--- src/design/rhc_pkg.sv ---
// Shared constants, types and codes of the RGB/HSV colour converter.
package rhc_pkg;

  localparam int CH_BITS       = 12;
  localparam int HUE_FRAC_BITS = 6;
  localparam int HUE_BITS      = 9 + HUE_FRAC_BITS;
  localparam int X_BITS        = (HUE_BITS > CH_BITS) ? HUE_BITS : CH_BITS;

  localparam int SECTOR    = 60 << HUE_FRAC_BITS;
  localparam int FULL_TURN = 360 << HUE_FRAC_BITS;
  localparam int REM_BITS  = HUE_FRAC_BITS + 6;
  localparam int ABS_BITS  = CH_BITS + 3;

  // quotient must hold a hue below five sectors and a saturation of 1.0
  localparam int DIV_Q_BITS = (HUE_BITS > CH_BITS + 1) ? HUE_BITS : CH_BITS + 1;
  localparam int DIV_N_BITS = DIV_Q_BITS + CH_BITS;

  // x / SECTOR == (x >> (HUE_FRAC_BITS + 2)) / 15, the latter by reciprocal
  localparam int RCP_SHIFT = CH_BITS + 8;
  localparam int RCP_MUL   = ((1 << RCP_SHIFT) + 14) / 15;
  localparam int RCP_BITS  = CH_BITS + 5;
  localparam int RCP_Y_BITS = CH_BITS + 4;

  localparam int DATA_FIELD_BITS = X_BITS + 2 * CH_BITS;
  localparam int TDATA_BITS      = ((DATA_FIELD_BITS + 7) / 8) * 8;

  typedef logic [CH_BITS-1:0] chan_t;
  typedef logic [X_BITS-1:0]  xval_t;

  typedef struct packed {
    chan_t r;
    chan_t g;
    chan_t b;
  } rgb_t;

  typedef enum logic {
    OP_TO_HSV = 1'b0,
    OP_TO_RGB = 1'b1
  } op_e;

  typedef enum logic [2:0] {
    SEC_RED_YELLOW   = 3'd0,
    SEC_YELLOW_GREEN = 3'd1,
    SEC_GREEN_CYAN   = 3'd2,
    SEC_CYAN_BLUE    = 3'd3,
    SEC_BLUE_MAGENTA = 3'd4,
    SEC_MAGENTA_RED  = 3'd5
  } sector_e;

endpackage

--- src/design/rhc_div.sv ---
// Pipelined restoring divider, one quotient bit per register stage.
module rhc_div #(
  parameter int DEN_BITS = 12,
  parameter int QUO_BITS = 15
) (
  input  logic                         clk_i,
  input  logic [QUO_BITS-1:0]          en_i,
  input  logic [QUO_BITS+DEN_BITS-1:0] num_i,
  input  logic [DEN_BITS-1:0]          den_i,
  output logic [QUO_BITS-1:0]          quo_o
);

  logic [DEN_BITS-1:0] rem_q [QUO_BITS];
  logic [DEN_BITS-1:0] rem_d [QUO_BITS];
  logic [QUO_BITS-1:0] nq_q  [QUO_BITS];
  logic [QUO_BITS-1:0] nq_d  [QUO_BITS];
  logic [DEN_BITS-1:0] den_q [QUO_BITS];
  logic [DEN_BITS-1:0] den_d [QUO_BITS];

  // nq holds the unconsumed numerator bits on top and quotient bits below
  always_comb begin
    logic [DEN_BITS-1:0] rem_in;
    logic [QUO_BITS-1:0] nq_in;
    logic [DEN_BITS:0]   trial;
    logic                ge;
    for (int j = 0; j < QUO_BITS; j++) begin
      if (j == 0) begin
        rem_in   = num_i[QUO_BITS +: DEN_BITS];
        nq_in    = num_i[QUO_BITS-1:0];
        den_d[j] = den_i;
      end else begin
        rem_in   = rem_q[j-1];
        nq_in    = nq_q[j-1];
        den_d[j] = den_q[j-1];
      end
      trial    = {rem_in, nq_in[QUO_BITS-1]};
      ge       = trial >= {1'b0, den_d[j]};
      rem_d[j] = ge ? DEN_BITS'(trial - {1'b0, den_d[j]}) : DEN_BITS'(trial);
      nq_d[j]  = {nq_in[QUO_BITS-2:0], ge};
    end
  end

  always_ff @(posedge clk_i) begin
    for (int j = 0; j < QUO_BITS; j++) begin
      if (en_i[j]) begin
        rem_q[j] <= rem_d[j];
        nq_q[j]  <= nq_d[j];
        den_q[j] <= den_d[j];
      end
    end
  end

  assign quo_o = nq_q[QUO_BITS-1];

endmodule

--- src/design/rgb_hsv_converter_top.sv ---
// Top level of the RGB/HSV colour converter: stream ports and pipeline.
//
// Converts one colour per transfer, RGB to HSV when tuser is 0 and HSV to RGB
// when tuser is 1. Channels are unsigned Q0.12, hue is degrees in Q9.6, and
// every quotient truncates. The block takes one transfer per clock while its
// output is not stalled. The pipeline depth is set by the two 15-stage
// restoring dividers that form saturation and hue side by
// side. The reverse direction runs in the first five stages and rides along
// with the dividers. A stalled output holds its result while the stages
// behind it keep filling their empty slots, so no bubble blocks input.
module rgb_hsv_converter_top (
  input  logic                           clk_i,
  input  logic                           rst_ni,
  input  logic                           s_axis_tvalid,
  output logic                           s_axis_tready,
  // x_in [14:0], y_in [26:15], z_in [38:27], zero pad [39]
  input  logic [rhc_pkg::TDATA_BITS-1:0] s_axis_tdata,
  // opcode
  input  logic                           s_axis_tuser,
  output logic                           m_axis_tvalid,
  input  logic                           m_axis_tready,
  // x_out [14:0], y_out [26:15], z_out [38:27], zero pad [39]
  output logic [rhc_pkg::TDATA_BITS-1:0] m_axis_tdata,
  // hue_valid
  output logic                           m_axis_tuser
);

  localparam int CB   = rhc_pkg::CH_BITS;
  localparam int XB   = rhc_pkg::X_BITS;
  localparam int QW   = rhc_pkg::DIV_Q_BITS;
  localparam int NW   = rhc_pkg::DIV_N_BITS;
  localparam int NS   = QW + 3;
  localparam int RB   = rhc_pkg::REM_BITS;
  localparam int AB   = rhc_pkg::ABS_BITS;
  localparam int PB   = CB + RB;
  localparam int YB   = rhc_pkg::RCP_Y_BITS;
  localparam int MB   = rhc_pkg::RCP_BITS;
  localparam int SHR  = rhc_pkg::HUE_FRAC_BITS + 2;
  localparam int RGB_STAGE = 4;

  typedef struct packed {
    rhc_pkg::op_e   op;
    logic           neg;
    rhc_pkg::chan_t mx;
    rhc_pkg::rgb_t  rgb;
  } side_t;

  // ---------------------------------------------------------------- control
  logic [NS-1:0] v_q;
  logic [NS-1:0] en;

  // a stage may load when it is empty or the stage after it moves on
  always_comb begin
    en[NS-1] = !v_q[NS-1] || m_axis_tready;
    for (int k = NS - 2; k >= 0; k--) begin
      en[k] = !v_q[k] || en[k+1];
    end
  end

  assign s_axis_tready = en[0];
  assign m_axis_tvalid = v_q[NS-1];

  always_ff @(posedge clk_i or negedge rst_ni) begin
    if (!rst_ni) begin
      v_q <= '0;
    end else begin
      if (en[0]) begin
        v_q[0] <= s_axis_tvalid;
      end
      for (int k = 1; k < NS; k++) begin
        if (en[k]) begin
          v_q[k] <= v_q[k-1];
        end
      end
    end
  end

  // ---------------------------------------------------------------- stage 0
  // input fields
  rhc_pkg::xval_t x_in;
  rhc_pkg::chan_t y_in, z_in, r_in;

  assign x_in = s_axis_tdata[XB-1:0];
  assign r_in = s_axis_tdata[CB-1:0];
  assign y_in = s_axis_tdata[XB +: CB];
  assign z_in = s_axis_tdata[XB+CB +: CB];

  rhc_pkg::chan_t mx0, mn0, d0;
  logic [AB-1:0]  abs0;
  logic           neg0;
  logic [3:0]     cnt0;
  rhc_pkg::xval_t base0;
  logic [2:0]     sec0;

  // forward: extremes, spread and the sector numerator as magnitude and sign
  always_comb begin
    mx0 = r_in;
    mn0 = r_in;
    if (y_in > mx0) mx0 = y_in;
    if (z_in > mx0) mx0 = z_in;
    if (y_in < mn0) mn0 = y_in;
    if (z_in < mn0) mn0 = z_in;
    d0   = mx0 - mn0;
    neg0 = 1'b0;
    if (r_in == mx0) begin
      neg0 = y_in < z_in;
      abs0 = neg0 ? AB'(z_in - y_in) : AB'(y_in - z_in);
    end else if (y_in == mx0) begin
      abs0 = (AB'(d0) << 1) + AB'(z_in) - AB'(r_in);
    end else begin
      abs0 = (AB'(d0) << 2) + AB'(r_in) - AB'(y_in);
    end
  end

  // reverse: sector by compare against multiples of one sector, then wrap
  always_comb begin
    cnt0  = '0;
    base0 = '0;
    for (int k = 1; k <= 8; k++) begin
      if (x_in >= XB'(k * rhc_pkg::SECTOR)) begin
        cnt0  = 4'(k);
        base0 = XB'(k * rhc_pkg::SECTOR);
      end
    end
    sec0 = (cnt0 >= 4'd6) ? 3'(cnt0 - 4'd6) : cnt0[2:0];
  end

  rhc_pkg::op_e   op0_q;
  logic           neg0_q;
  rhc_pkg::chan_t mx0_q, d0_q;
  logic [AB-1:0]  abs0_q;
  logic [RB-1:0]  rem0_q;
  logic [2:0]     sec0_q;
  rhc_pkg::chan_t s0_q, v0_q;

  always_ff @(posedge clk_i) begin
    if (en[0]) begin
      op0_q  <= rhc_pkg::op_e'(s_axis_tuser);
      neg0_q <= neg0;
      mx0_q  <= mx0;
      d0_q   <= d0;
      abs0_q <= abs0;
      rem0_q <= RB'(x_in - base0);
      sec0_q <= sec0;
      s0_q   <= y_in;
      v0_q   <= z_in;
    end
  end

  // ---------------------------------------------------------------- stage 1
  // divider operands; reverse path forms s*rem and s*(sector - rem)
  logic [NW-1:0]  hnum1_q, snum1_q;
  rhc_pkg::chan_t hden1_q, sden1_q;
  logic [PB-1:0]  sr1_q, st1_q;
  logic [2:0]     sec1_q;
  rhc_pkg::chan_t s1_q, v1_q;
  side_t          sb_q [1:NS-2];
  side_t          sb_d [1:NS-2];

  always_ff @(posedge clk_i) begin
    if (en[1]) begin
      hnum1_q <= NW'(abs0_q) * NW'(rhc_pkg::SECTOR);
      snum1_q <= NW'(d0_q) << CB;
      hden1_q <= d0_q;
      sden1_q <= mx0_q;
      sr1_q   <= PB'(s0_q) * PB'(rem0_q);
      st1_q   <= PB'(s0_q) * PB'(RB'(rhc_pkg::SECTOR) - rem0_q);
      sec1_q  <= sec0_q;
      s1_q    <= s0_q;
      v1_q    <= v0_q;
    end
  end

  // ---------------------------------------------------------------- dividers
  logic [QW-1:0] hq, sq;

  rhc_div #(
    .DEN_BITS(CB),
    .QUO_BITS(QW)
  ) u_hue_div (
    .clk_i(clk_i),
    .en_i (en[QW+1:2]),
    .num_i(hnum1_q),
    .den_i(hden1_q),
    .quo_o(hq)
  );

  rhc_div #(
    .DEN_BITS(CB),
    .QUO_BITS(QW)
  ) u_sat_div (
    .clk_i(clk_i),
    .en_i (en[QW+1:2]),
    .num_i(snum1_q),
    .den_i(sden1_q),
    .quo_o(sq)
  );

  // ---------------------------------------------------------------- stage 2
  // fractions s*rem/sector and s*(sector-rem)/sector by reciprocal
  logic [YB+MB-1:0] fqp, ftp;
  rhc_pkg::chan_t   fq2_q, ft2_q, s2_q, v2_q;
  logic [2:0]       sec2_q;

  assign fqp = (YB+MB)'(YB'(sr1_q >> SHR)) * (YB+MB)'(rhc_pkg::RCP_MUL);
  assign ftp = (YB+MB)'(YB'(st1_q >> SHR)) * (YB+MB)'(rhc_pkg::RCP_MUL);

  always_ff @(posedge clk_i) begin
    if (en[2]) begin
      fq2_q  <= fqp[rhc_pkg::RCP_SHIFT +: CB];
      ft2_q  <= ftp[rhc_pkg::RCP_SHIFT +: CB];
      s2_q   <= s1_q;
      v2_q   <= v1_q;
      sec2_q <= sec1_q;
    end
  end

  // ---------------------------------------------------------------- stage 3
  // p, q and t; zero saturation gives v on all three, hence grey
  logic [2*CB:0]  pp, qp, tp;
  rhc_pkg::chan_t p3_q, q3_q, t3_q, v3_q;
  logic [2:0]     sec3_q;

  assign pp = (2*CB+1)'(v2_q) * (2*CB+1)'((CB+1)'(1 << CB) - (CB+1)'(s2_q));
  assign qp = (2*CB+1)'(v2_q) * (2*CB+1)'((CB+1)'(1 << CB) - (CB+1)'(fq2_q));
  assign tp = (2*CB+1)'(v2_q) * (2*CB+1)'((CB+1)'(1 << CB) - (CB+1)'(ft2_q));

  always_ff @(posedge clk_i) begin
    if (en[3]) begin
      p3_q   <= pp[CB +: CB];
      q3_q   <= qp[CB +: CB];
      t3_q   <= tp[CB +: CB];
      v3_q   <= v2_q;
      sec3_q <= sec2_q;
    end
  end

  // ---------------------------------------------------------------- stage 4
  rhc_pkg::rgb_t rgb4;

  always_comb begin
    unique case (rhc_pkg::sector_e'(sec3_q))
      rhc_pkg::SEC_RED_YELLOW:   rgb4 = '{r: v3_q, g: t3_q, b: p3_q};
      rhc_pkg::SEC_YELLOW_GREEN: rgb4 = '{r: q3_q, g: v3_q, b: p3_q};
      rhc_pkg::SEC_GREEN_CYAN:   rgb4 = '{r: p3_q, g: v3_q, b: t3_q};
      rhc_pkg::SEC_CYAN_BLUE:    rgb4 = '{r: p3_q, g: q3_q, b: v3_q};
      rhc_pkg::SEC_BLUE_MAGENTA: rgb4 = '{r: t3_q, g: p3_q, b: v3_q};
      default:                   rgb4 = '{r: v3_q, g: p3_q, b: q3_q};
    endcase
  end

  // side band walks beside the dividers; reverse result joins at stage 4
  always_comb begin
    sb_d[1] = '{op: op0_q, neg: neg0_q, mx: mx0_q, rgb: '0};
    for (int k = 2; k <= NS - 2; k++) begin
      sb_d[k] = sb_q[k-1];
      if (k == RGB_STAGE) begin
        sb_d[k].rgb = rgb4;
      end
    end
  end

  always_ff @(posedge clk_i) begin
    for (int k = 1; k <= NS - 2; k++) begin
      if (en[k]) begin
        sb_q[k] <= sb_d[k];
      end
    end
  end

  // ---------------------------------------------------------------- output
  side_t          sbo;
  rhc_pkg::chan_t sat;
  rhc_pkg::xval_t hue;
  logic           hv;
  rhc_pkg::xval_t xo_d;
  rhc_pkg::chan_t yo_d, zo_d;

  assign sbo = sb_q[NS-2];

  // clamp saturation of 1.0, mirror a negative red-sector hue into range
  always_comb begin
    if (sbo.mx == '0) begin
      sat = '0;
    end else if (sq[QW-1:CB] != '0) begin
      sat = '1;
    end else begin
      sat = sq[CB-1:0];
    end
    hv = sat != '0;
    if (sbo.neg && hq != '0) begin
      hue = XB'(rhc_pkg::FULL_TURN) - hq[XB-1:0];
    end else begin
      hue = hq[XB-1:0];
    end
    if (sbo.op == rhc_pkg::OP_TO_HSV) begin
      xo_d = hv ? hue : '0;
      yo_d = sat;
      zo_d = sbo.mx;
    end else begin
      hv   = 1'b0;
      xo_d = XB'(sbo.rgb.r);
      yo_d = sbo.rgb.g;
      zo_d = sbo.rgb.b;
    end
  end

  rhc_pkg::xval_t xo_q;
  rhc_pkg::chan_t yo_q, zo_q;
  logic           hv_q;
  rhc_pkg::op_e   opo_q;

  always_ff @(posedge clk_i) begin
    if (en[NS-1]) begin
      xo_q  <= xo_d;
      yo_q  <= yo_d;
      zo_q  <= zo_d;
      hv_q  <= hv;
      opo_q <= sbo.op;
    end
  end

  assign m_axis_tdata = rhc_pkg::TDATA_BITS'({zo_q, yo_q, xo_q});
  assign m_axis_tuser = hv_q;

  // ---------------------------------------------------------------- checks
  a_rev_no_hue: assert property (@(posedge clk_i) disable iff (!rst_ni)
    m_axis_tvalid && opo_q == rhc_pkg::OP_TO_RGB |-> !m_axis_tuser)
    else $error("hue flag set on an HSV to RGB result");

  a_hue_needs_sat: assert property (@(posedge clk_i) disable iff (!rst_ni)
    m_axis_tvalid && m_axis_tuser |-> yo_q != '0)
    else $error("defined hue with zero saturation");

  a_hue_range: assert property (@(posedge clk_i) disable iff (!rst_ni)
    m_axis_tvalid && opo_q == rhc_pkg::OP_TO_HSV |-> xo_q < XB'(rhc_pkg::FULL_TURN))
    else $error("hue beyond a full turn");

  a_empty_out_ready: assert property (@(posedge clk_i) disable iff (!rst_ni)
    !v_q[NS-1] |-> s_axis_tready)
    else $error("input stalled with an empty output stage");

endmodule
--- config.mk ---
export PLATFORM = sky130hd
export DESIGN_NAME = rgb_hsv_converter_top
export DESIGN_NICKNAME = d
export VERILOG_FILES = /design/src/design/rhc_pkg.sv /design/src/design/rhc_div.sv /design/src/design/rgb_hsv_converter_top.sv
export SDC_FILE = /design/constraint.sdc
export NUM_CORES = 2
export LEC_CHECK = 0
export ABC_AREA = 1
export BUFFER_PORTS_ARGS = -buffer_cell sky130_fd_sc_hd__buf_4
export CORE_UTILIZATION = 29
export CTS_BUF_LIST = sky130_fd_sc_hd__clkbuf_8
export DETAILED_ROUTE_END_ITERATION = 10
export SYNTH_ARGS = -nofsm -noshare
export SYNTH_HDL_FRONTEND = slang
export SYNTH_SLANG_ARGS = --single-unit
export TNS_END_PERCENT = 30
--- constraint.sdc ---
create_clock -name clk_i -period 62.6 [get_ports clk_i]
set_input_delay 6.26 -clock clk_i [delete_from_list [all_inputs] [get_ports clk_i]]
set_output_delay 6.26 -clock clk_i [all_outputs]
set_load 0.01 [all_outputs]
Yosys cells after proc, flatten, opt, wreduce, memory -nomap -nowiden
Memories as Yosys holds them, arrays and structs flattened.
Cells that the tools add are included.
{"block": "op_classes", "mux": 94, "order_cmp": 44, "n_reduce_logical": 43, "mul": 8, "eq_ne": 6, "add_sub_neg": 44, "bitwise_logic": 1}
{"op": "2-to-1 mux 12 bit", "count": 48}
{"op": "greater-or-equal comparator 13 x 12 -> 1 bit", "count": 29}
{"op": "subtractor 12 bit", "count": 31}
{"op": "case mux 36 bit (5 select lines)", "count": 1}
{"op": "multiplier 13 x 14 -> 24 bit", "count": 3}
{"op": "multiplier 16 x 16 -> 31 bit, second input constant", "count": 2}
{"op": "greater-or-equal comparator 15 bit, second input constant", "count": 4}
{"op": "2-to-1 mux 15 bit", "count": 4}
{"op": "subtractor 13 x 12 -> 14 bit, first input constant", "count": 3}
{"op": "less-than comparator 12 bit", "count": 3}
{"op": "2-to-1 mux 1 bit", "count": 33}
{"op": "greater-or-equal comparator 15 x 14 -> 1 bit, second input constant", "count": 2}
{"op": "2-to-1 mux 4 bit", "count": 7}
{"op": "subtractor 12 x 12 -> 13 bit", "count": 2}
{"op": "equality test 12 bit", "count": 2}
{"op": "greater-than comparator 12 bit", "count": 2}
{"op": "multiplier 12 x 12 -> 24 bit", "count": 1}
{"op": "multiplier 13 x 13 -> 24 bit", "count": 1}
{"op": "multiplier 15 x 4 -> 19 bit, second input constant", "count": 1}
{"op": "logical NOT 1 bit", "count": 18}
{"op": "logical OR 1 bit", "count": 18}
{"op": "adder 14 x 12 -> 15 bit", "count": 1}
{"op": "greater-or-equal comparator 15 x 12 -> 1 bit, second input constant", "count": 1}
{"op": "greater-or-equal comparator 15 x 13 -> 1 bit, second input constant", "count": 1}
{"op": "21 further kinds", "count": 22}
{"block": "totals", "ram_bits": 1970, "n_memories": 7, "register_bits": 358, "inputBits": 45}
{"name": "sb_q", "depth": 16, "width": 50, "read_ports": 16, "rd_ports_with_merged_regs": 0, "write_ports": 16, "line": "rgb_hsv_converter_top.sv:157", "source": "side_t sb_q [1:NS-2];"}
{"name": "u_hue_div.nq_q", "depth": 15, "width": 15, "read_ports": 15, "rd_ports_with_merged_regs": 0, "write_ports": 15, "line": "rhc_div.sv:15", "source": "logic [QUO_BITS-1:0] nq_q [QUO_BITS];"}
{"name": "u_sat_div.nq_q", "depth": 15, "width": 15, "read_ports": 15, "rd_ports_with_merged_regs": 0, "write_ports": 15, "line": "rhc_div.sv:15"}
{"name": "u_hue_div.den_q", "depth": 15, "width": 12, "read_ports": 14, "rd_ports_with_merged_regs": 0, "write_ports": 15, "line": "rhc_div.sv:17", "source": "logic [DEN_BITS-1:0] den_q [QUO_BITS];"}
{"name": "u_hue_div.rem_q", "depth": 15, "width": 12, "read_ports": 14, "rd_ports_with_merged_regs": 0, "write_ports": 15, "line": "rhc_div.sv:13", "source": "logic [DEN_BITS-1:0] rem_q [QUO_BITS];"}
{"name": "u_sat_div.den_q", "depth": 15, "width": 12, "read_ports": 14, "rd_ports_with_merged_regs": 0, "write_ports": 15, "line": "rhc_div.sv:17"}
{"name": "1 more memories"}

Logic depth before layout (Yosys ltp)
{"block": "depth", "depth_word": 20, "ltp_mapped": 57}

Cells and area by module
From an unflattened synthesis, not the netlist that was laid out.
{"block": "unflattened", "cells_unflattened": 12417, "area_unflattened_um2": 130003.4}
{"mod": "rgb_hsv_converter_top", "area_per_inst_um2": 67851.3, "n_inst": 1, "seq_area_each_um2": 30599.3, "cells_per_inst": 6005}
{"mod": "rhc_div", "area_per_inst_um2": 31076.1, "n_inst": 2, "seq_area_each_um2": 16846.2, "cells_per_inst": 3206}

Least setup slack after synthesis
OpenSTA, ideal clock, no wires.
{"block": "synth_timing", "path_kind": "input port to output port", "from": "input m_axis_tready", "to": "output s_axis_tready", "path_slack_ns": 30.133, "stages": 32, "arrival_ns": 26.207, "t_required_ns": 56.340, "path_buffers": 0, "cell_sequence": "nor2_1 > inv_2 > nor2_2 > inv_2 > nor2_1 > inv_2 > nor2_2 > inv_2 > nor2_1 > inv_2 > nor2_1 > inv_1 > nor2_2 > inv_2 > nor2_1 > inv_2 > nor2_2 > inv_2 > nor2_1 > inv_2 > nor2_1 > inv_2 > nor2_2 > inv_2 > nor2_1 > inv_2 > nor2_2 > inv_2 > nor2_2 > nand2_4 > nor2_2 > nand2_2"}
{"block": "synth_via", "elab_chain_len": 18}
{"item": "from (decl)", "line": "rgb_hsv_converter_top.sv:21", "source": "input logic m_axis_tready,"}
{"item": "logical OR 1 bit", "line": "rgb_hsv_converter_top.sv:54", "source": "en[NS-1] = !v_q[NS-1] || m_axis_tready;"}
{"item": "net en[17]", "line": "rgb_hsv_converter_top.sv:50", "source": "logic [NS-1:0] en;"}
{"item": "logical OR 1 bit", "line": "rgb_hsv_converter_top.sv:56", "source": "en[k] = !v_q[k] || en[k+1];"}
{"item": "net en[16]", "line": "rgb_hsv_converter_top.sv:50"}
{"item": "logical OR 1 bit", "line": "rgb_hsv_converter_top.sv:56"}
{"item": "net en[15]", "line": "rgb_hsv_converter_top.sv:50"}
{"item": "logical OR 1 bit", "line": "rgb_hsv_converter_top.sv:56"}
{"item": "net en[14]", "line": "rgb_hsv_converter_top.sv:50"}
{"item": "[... 1 more ...]"}
{"item": "net en[13]", "line": "rgb_hsv_converter_top.sv:50"}
{"item": "[... 1 more ...]"}
{"item": "net en[12]", "line": "rgb_hsv_converter_top.sv:50"}
{"item": "[... 1 more ...]"}
{"item": "net en[11]", "line": "rgb_hsv_converter_top.sv:50"}
{"item": "[... 1 more ...]"}
{"item": "net en[10]", "line": "rgb_hsv_converter_top.sv:50"}
{"item": "[... 1 more ...]"}
{"item": "net en[9]", "line": "rgb_hsv_converter_top.sv:50"}
{"item": "[... 1 more ...]"}
{"item": "net en[8]", "line": "rgb_hsv_converter_top.sv:50"}
{"item": "[... 1 more ...]"}
{"item": "net en[7]", "line": "rgb_hsv_converter_top.sv:50"}
{"item": "[... 1 more ...]"}
{"item": "net en[6]", "line": "rgb_hsv_converter_top.sv:50"}
{"item": "logical OR 1 bit", "line": "rgb_hsv_converter_top.sv:56"}
{"item": "net en[5]", "line": "rgb_hsv_converter_top.sv:50"}
{"item": "logical OR 1 bit", "line": "rgb_hsv_converter_top.sv:56"}
{"item": "net en[4]", "line": "rgb_hsv_converter_top.sv:50"}
{"item": "logical OR 1 bit (2 in a row)", "line": "rgb_hsv_converter_top.sv:56"}
{"item": "net en[2]", "line": "rgb_hsv_converter_top.sv:50"}
{"item": "logical OR 1 bit (2 in a row)", "line": "rgb_hsv_converter_top.sv:56"}
{"item": "to (decl)", "line": "rgb_hsv_converter_top.sv:15", "source": "output logic s_axis_tready,"}
The timed path passes the listed nets, and every way through them passes these cells.

Worst setup path after layout
Same ends and word-level chain as after synthesis.

==> run metrics <==
outcome finished, final reports clean; part of the cycle the worst path needs 33.5%; commonest non-fill, non-tap cell in the layout sky130_fd_sc_hd__inv_1; reg-to-reg endpoint hden1_q[8]; Slew Limit Headroom 28.4%; gate count after technology mapping 9,670; Antenna Violating Nets Remaining 0; fraction of final layout cells sized beyond drive strength 1 6.21%; Initial Util 29.2%; top achievable clock speed 0.0478 GHz; WL/cell 13.9 um; slowest library cell on the worst path sky130_fd_sc_hd__buf_4; Total Routing Usage GR 11.1%; register-to-register path setup slack 52.74 ns; number of antenna violations at the first check in global routing 7; largest net degree at the start of global routing 83; r2r startpoint v_q[17]; clock net sink count 1,787; Clock Root Buffer sky130_fd_sc_hd__clkbuf_8; final core occ 32.5%; count of hold-fix buffers inserted at cts 0; destination of the critical timing path s_axis_tready; Cell Count, Final, Fillers Out 15,083; Die Y-Extent 613 um; final setup violation count 0; share of flip-flops with an asynchronous set or reset after synthesis 1.01%; share of the yosys chip area belonging to registers 49.5%; worst setup path start m_axis_tready; RSZ-0062 raised after global routing false; largest clock skew in the final design 0.0765 ns; number of warnings issued by yosys 0; Top Ports 88; routability congestion estimate 0.882; Worst EP required 56.34 ns; most used cell, CP sky130_fd_sc_hd__inv_4; die outline area 0.376 mm^2; count of distinct cell types in the synthesized netlist 70; depth of the most critical reg-to-reg path 35; clock buffer depth 4; via count 65,286; final critical path time including I/O delays and setup 20.94 ns; TritonCTS clock tree yes; net count after synthesis 11,384; global-route wire length before repair 339,000 um; Data arrival, critical path 14.68 ns; gr ovfl total 0; slew at the pin closest to its max-slew limit 1.07 ns; Synth-to-Final Area Change 11.1%; delay of the slowest critical-path stage 0.78 ns; detailed placement HPWL 158,000 um; first-pass iteration count of the detailed router 6; number of max-cap violations 0; total wire length after detailed routing 210,000 um; Post-CTS Resized 0; critical path peak fanout 82; number of post-CTS setup repair buffers 0; classification of the worst-slack hold path reg -> reg; via/cell ratio 4.33; area inside the core boundary 0.370 mm^2; horizontal die dimension 613 um; DRC Markers 0; crit end category primary output; most frequent cells in the layout sky130_fd_sc_hd__inv_1, sky130_fd_sc_hd__edfxtp_1, sky130_fd_sc_hd__nand2_1; number of hold violations in the final report 0; post-synthesis register bit count 1,787; number of enable-type register cells in the synthesized netlist 1,769; Sum Neg Setup Slack 0 ns; clock edge transition at the registers on the reported setup and hold paths 0.06 ns; number of placement rows 223; sort of element at the start of the critical path input port; number of nets in the layout 11,645; clock network latency to the later pin of the worst-skew pair 0.90 ns; Main synth FF type sky130_fd_sc_hd__edfxtp_1; number of placed cells counting well taps 14,598; number of global-route vias before repair 65,237; Slew Limit Fails 0; violation count after the first detailed-routing iteration 4,160; kind of critical path in -> out; H-tree depth reported by CTS 5; Worst Hold Slack 0.371 ns; summed instance area of the synthesized netlist 0.108 mm^2; number of buffers created by CTS 281; number of buffers inserted by port buffering 85; mean instance size in the synthesized netlist 11.2 um^2
## worst min-delay path by stage
stage	startpoint	to	slack [ns]	cells after the start
after floorplan	d0_q[0]	hden1_q[0]	0.40	0
after global placement	sb_q[0][662]	sb_q[0][712]	0.40	0
after detailed placement	s1_q[8]	s2_q[8]	0.40	0
after CTS	sb_q[0][215]	sb_q[0][265]	0.38	0
after global routing	sb_q[0][304]	sb_q[0][354]	0.38	0
final	sb_q[0][215]	sb_q[0][265]	0.37	0
## worst max-delay path, delay by kind of cell
family / cells / cell delay [ns]
buf+inv: 17 / 5.69
simple gates: 18 / 2.57
## synth_stat cells (all sizes together) (4+ instances only)
library cell / instances / area share (%)
or2: 13 / 0.075
nand3: 149 / 0.73
dfrtp: 18 / 0.42
fa: 652 / 12
o21bai: 65 / 0.45
a22oi: 24 / 0.17
clkbuf: 178 / 0.62
a21oi: 725 / 3.4
or3: 13 / 0.075
ha: 1017 / 12
o211ai: 26 / 0.19
a21o: 42 / 0.29
nor4: 11 / 0.083
nand2: 1302 / 4.6
nand4: 49 / 0.28
xor2: 266 / 2.2
clkinv: 6 / 0.021
nor2: 811 / 2.8
o22ai: 7 / 0.040
edfxtp: 1769 / 49
xnor2: 215 / 1.7
o31ai: 7 / 0.049
o221ai: 6 / 0.049
o2111ai: 12 / 0.097
o21a: 5 / 0.036
o21ai: 304 / 1.5
nor3: 69 / 0.32
nand3b: 10 / 0.069
o311ai: 11 / 0.089
inv: 1798 / 6.2
a31oi: 20 / 0.12
buf: 14 / 0.095
a2111oi: 4 / 0.032
a211oi: 18 / 0.12
and2: 13 / 0.075
## routing by layer
metal | up-vias | GRT usage, % | routed length, um
met4 | 0 | 3.93 | 6970
met1 | 30833 | 15.3 | 99700
met2 | 1461 | 17.5 | 92100
li1 | 32548 | - | -
met3 | 444 | 1.79 | 10800
met5 | - | 0 | 0
## through the flow
stage	worst slack [ns]	area, um^2
finish	41.66	120000
global route	40.57	120000
CTS	41.39	120000
detailed placement	41.41	115000
global placement	41.35	115000
floorplan	30.13	108000
## state kept, by name, indices dropped and copies added, names as in the netlist, 15 cells and up
name and flops:
abs0_q 15, hnum1_q 19, sb_q 593, sr1_q 16, st1_q 16, u_hue_div.den_q 168, u_hue_div.nq_q 141, u_hue_div.rem_q 168
u_sat_div.den_q 88, u_sat_div.nq_q 120, u_sat_div.rem_q 168, v_q 18, xo_q 15
## cell families after synthesis
kind of cell	share of synthesized area, %
flip-flops	49.5
AO/OA/AOI/OAI	6.65
adder cells (fa/ha/maj)	23.8
XOR/XNOR	3.89
buffers and inverters	6.97
multiplexers	0.0185
AND/OR/NAND/NOR	9.17
other	0.00346
## area by class of cell
| cell class | instances | area [um^2] |
|---|---|---|
| tap | 4950 | 6190 |
| inverter | 1804 | 6810 |
| clock inverter | 193 | 1130 |
| fill | 37103 | 250000 |
| timing repair buffer | 170 | 1280 |
| antenna | 1 | 2.50 |
| clock buffer | 291 | 4010 |
| sequential | 1787 | 53600 |
| multi-input combinational | 5887 | 47200 |
Power is left out: the tool's default activity adds up to more than one toggle a clock period on the data nets, which glitch-free logic cannot reach.
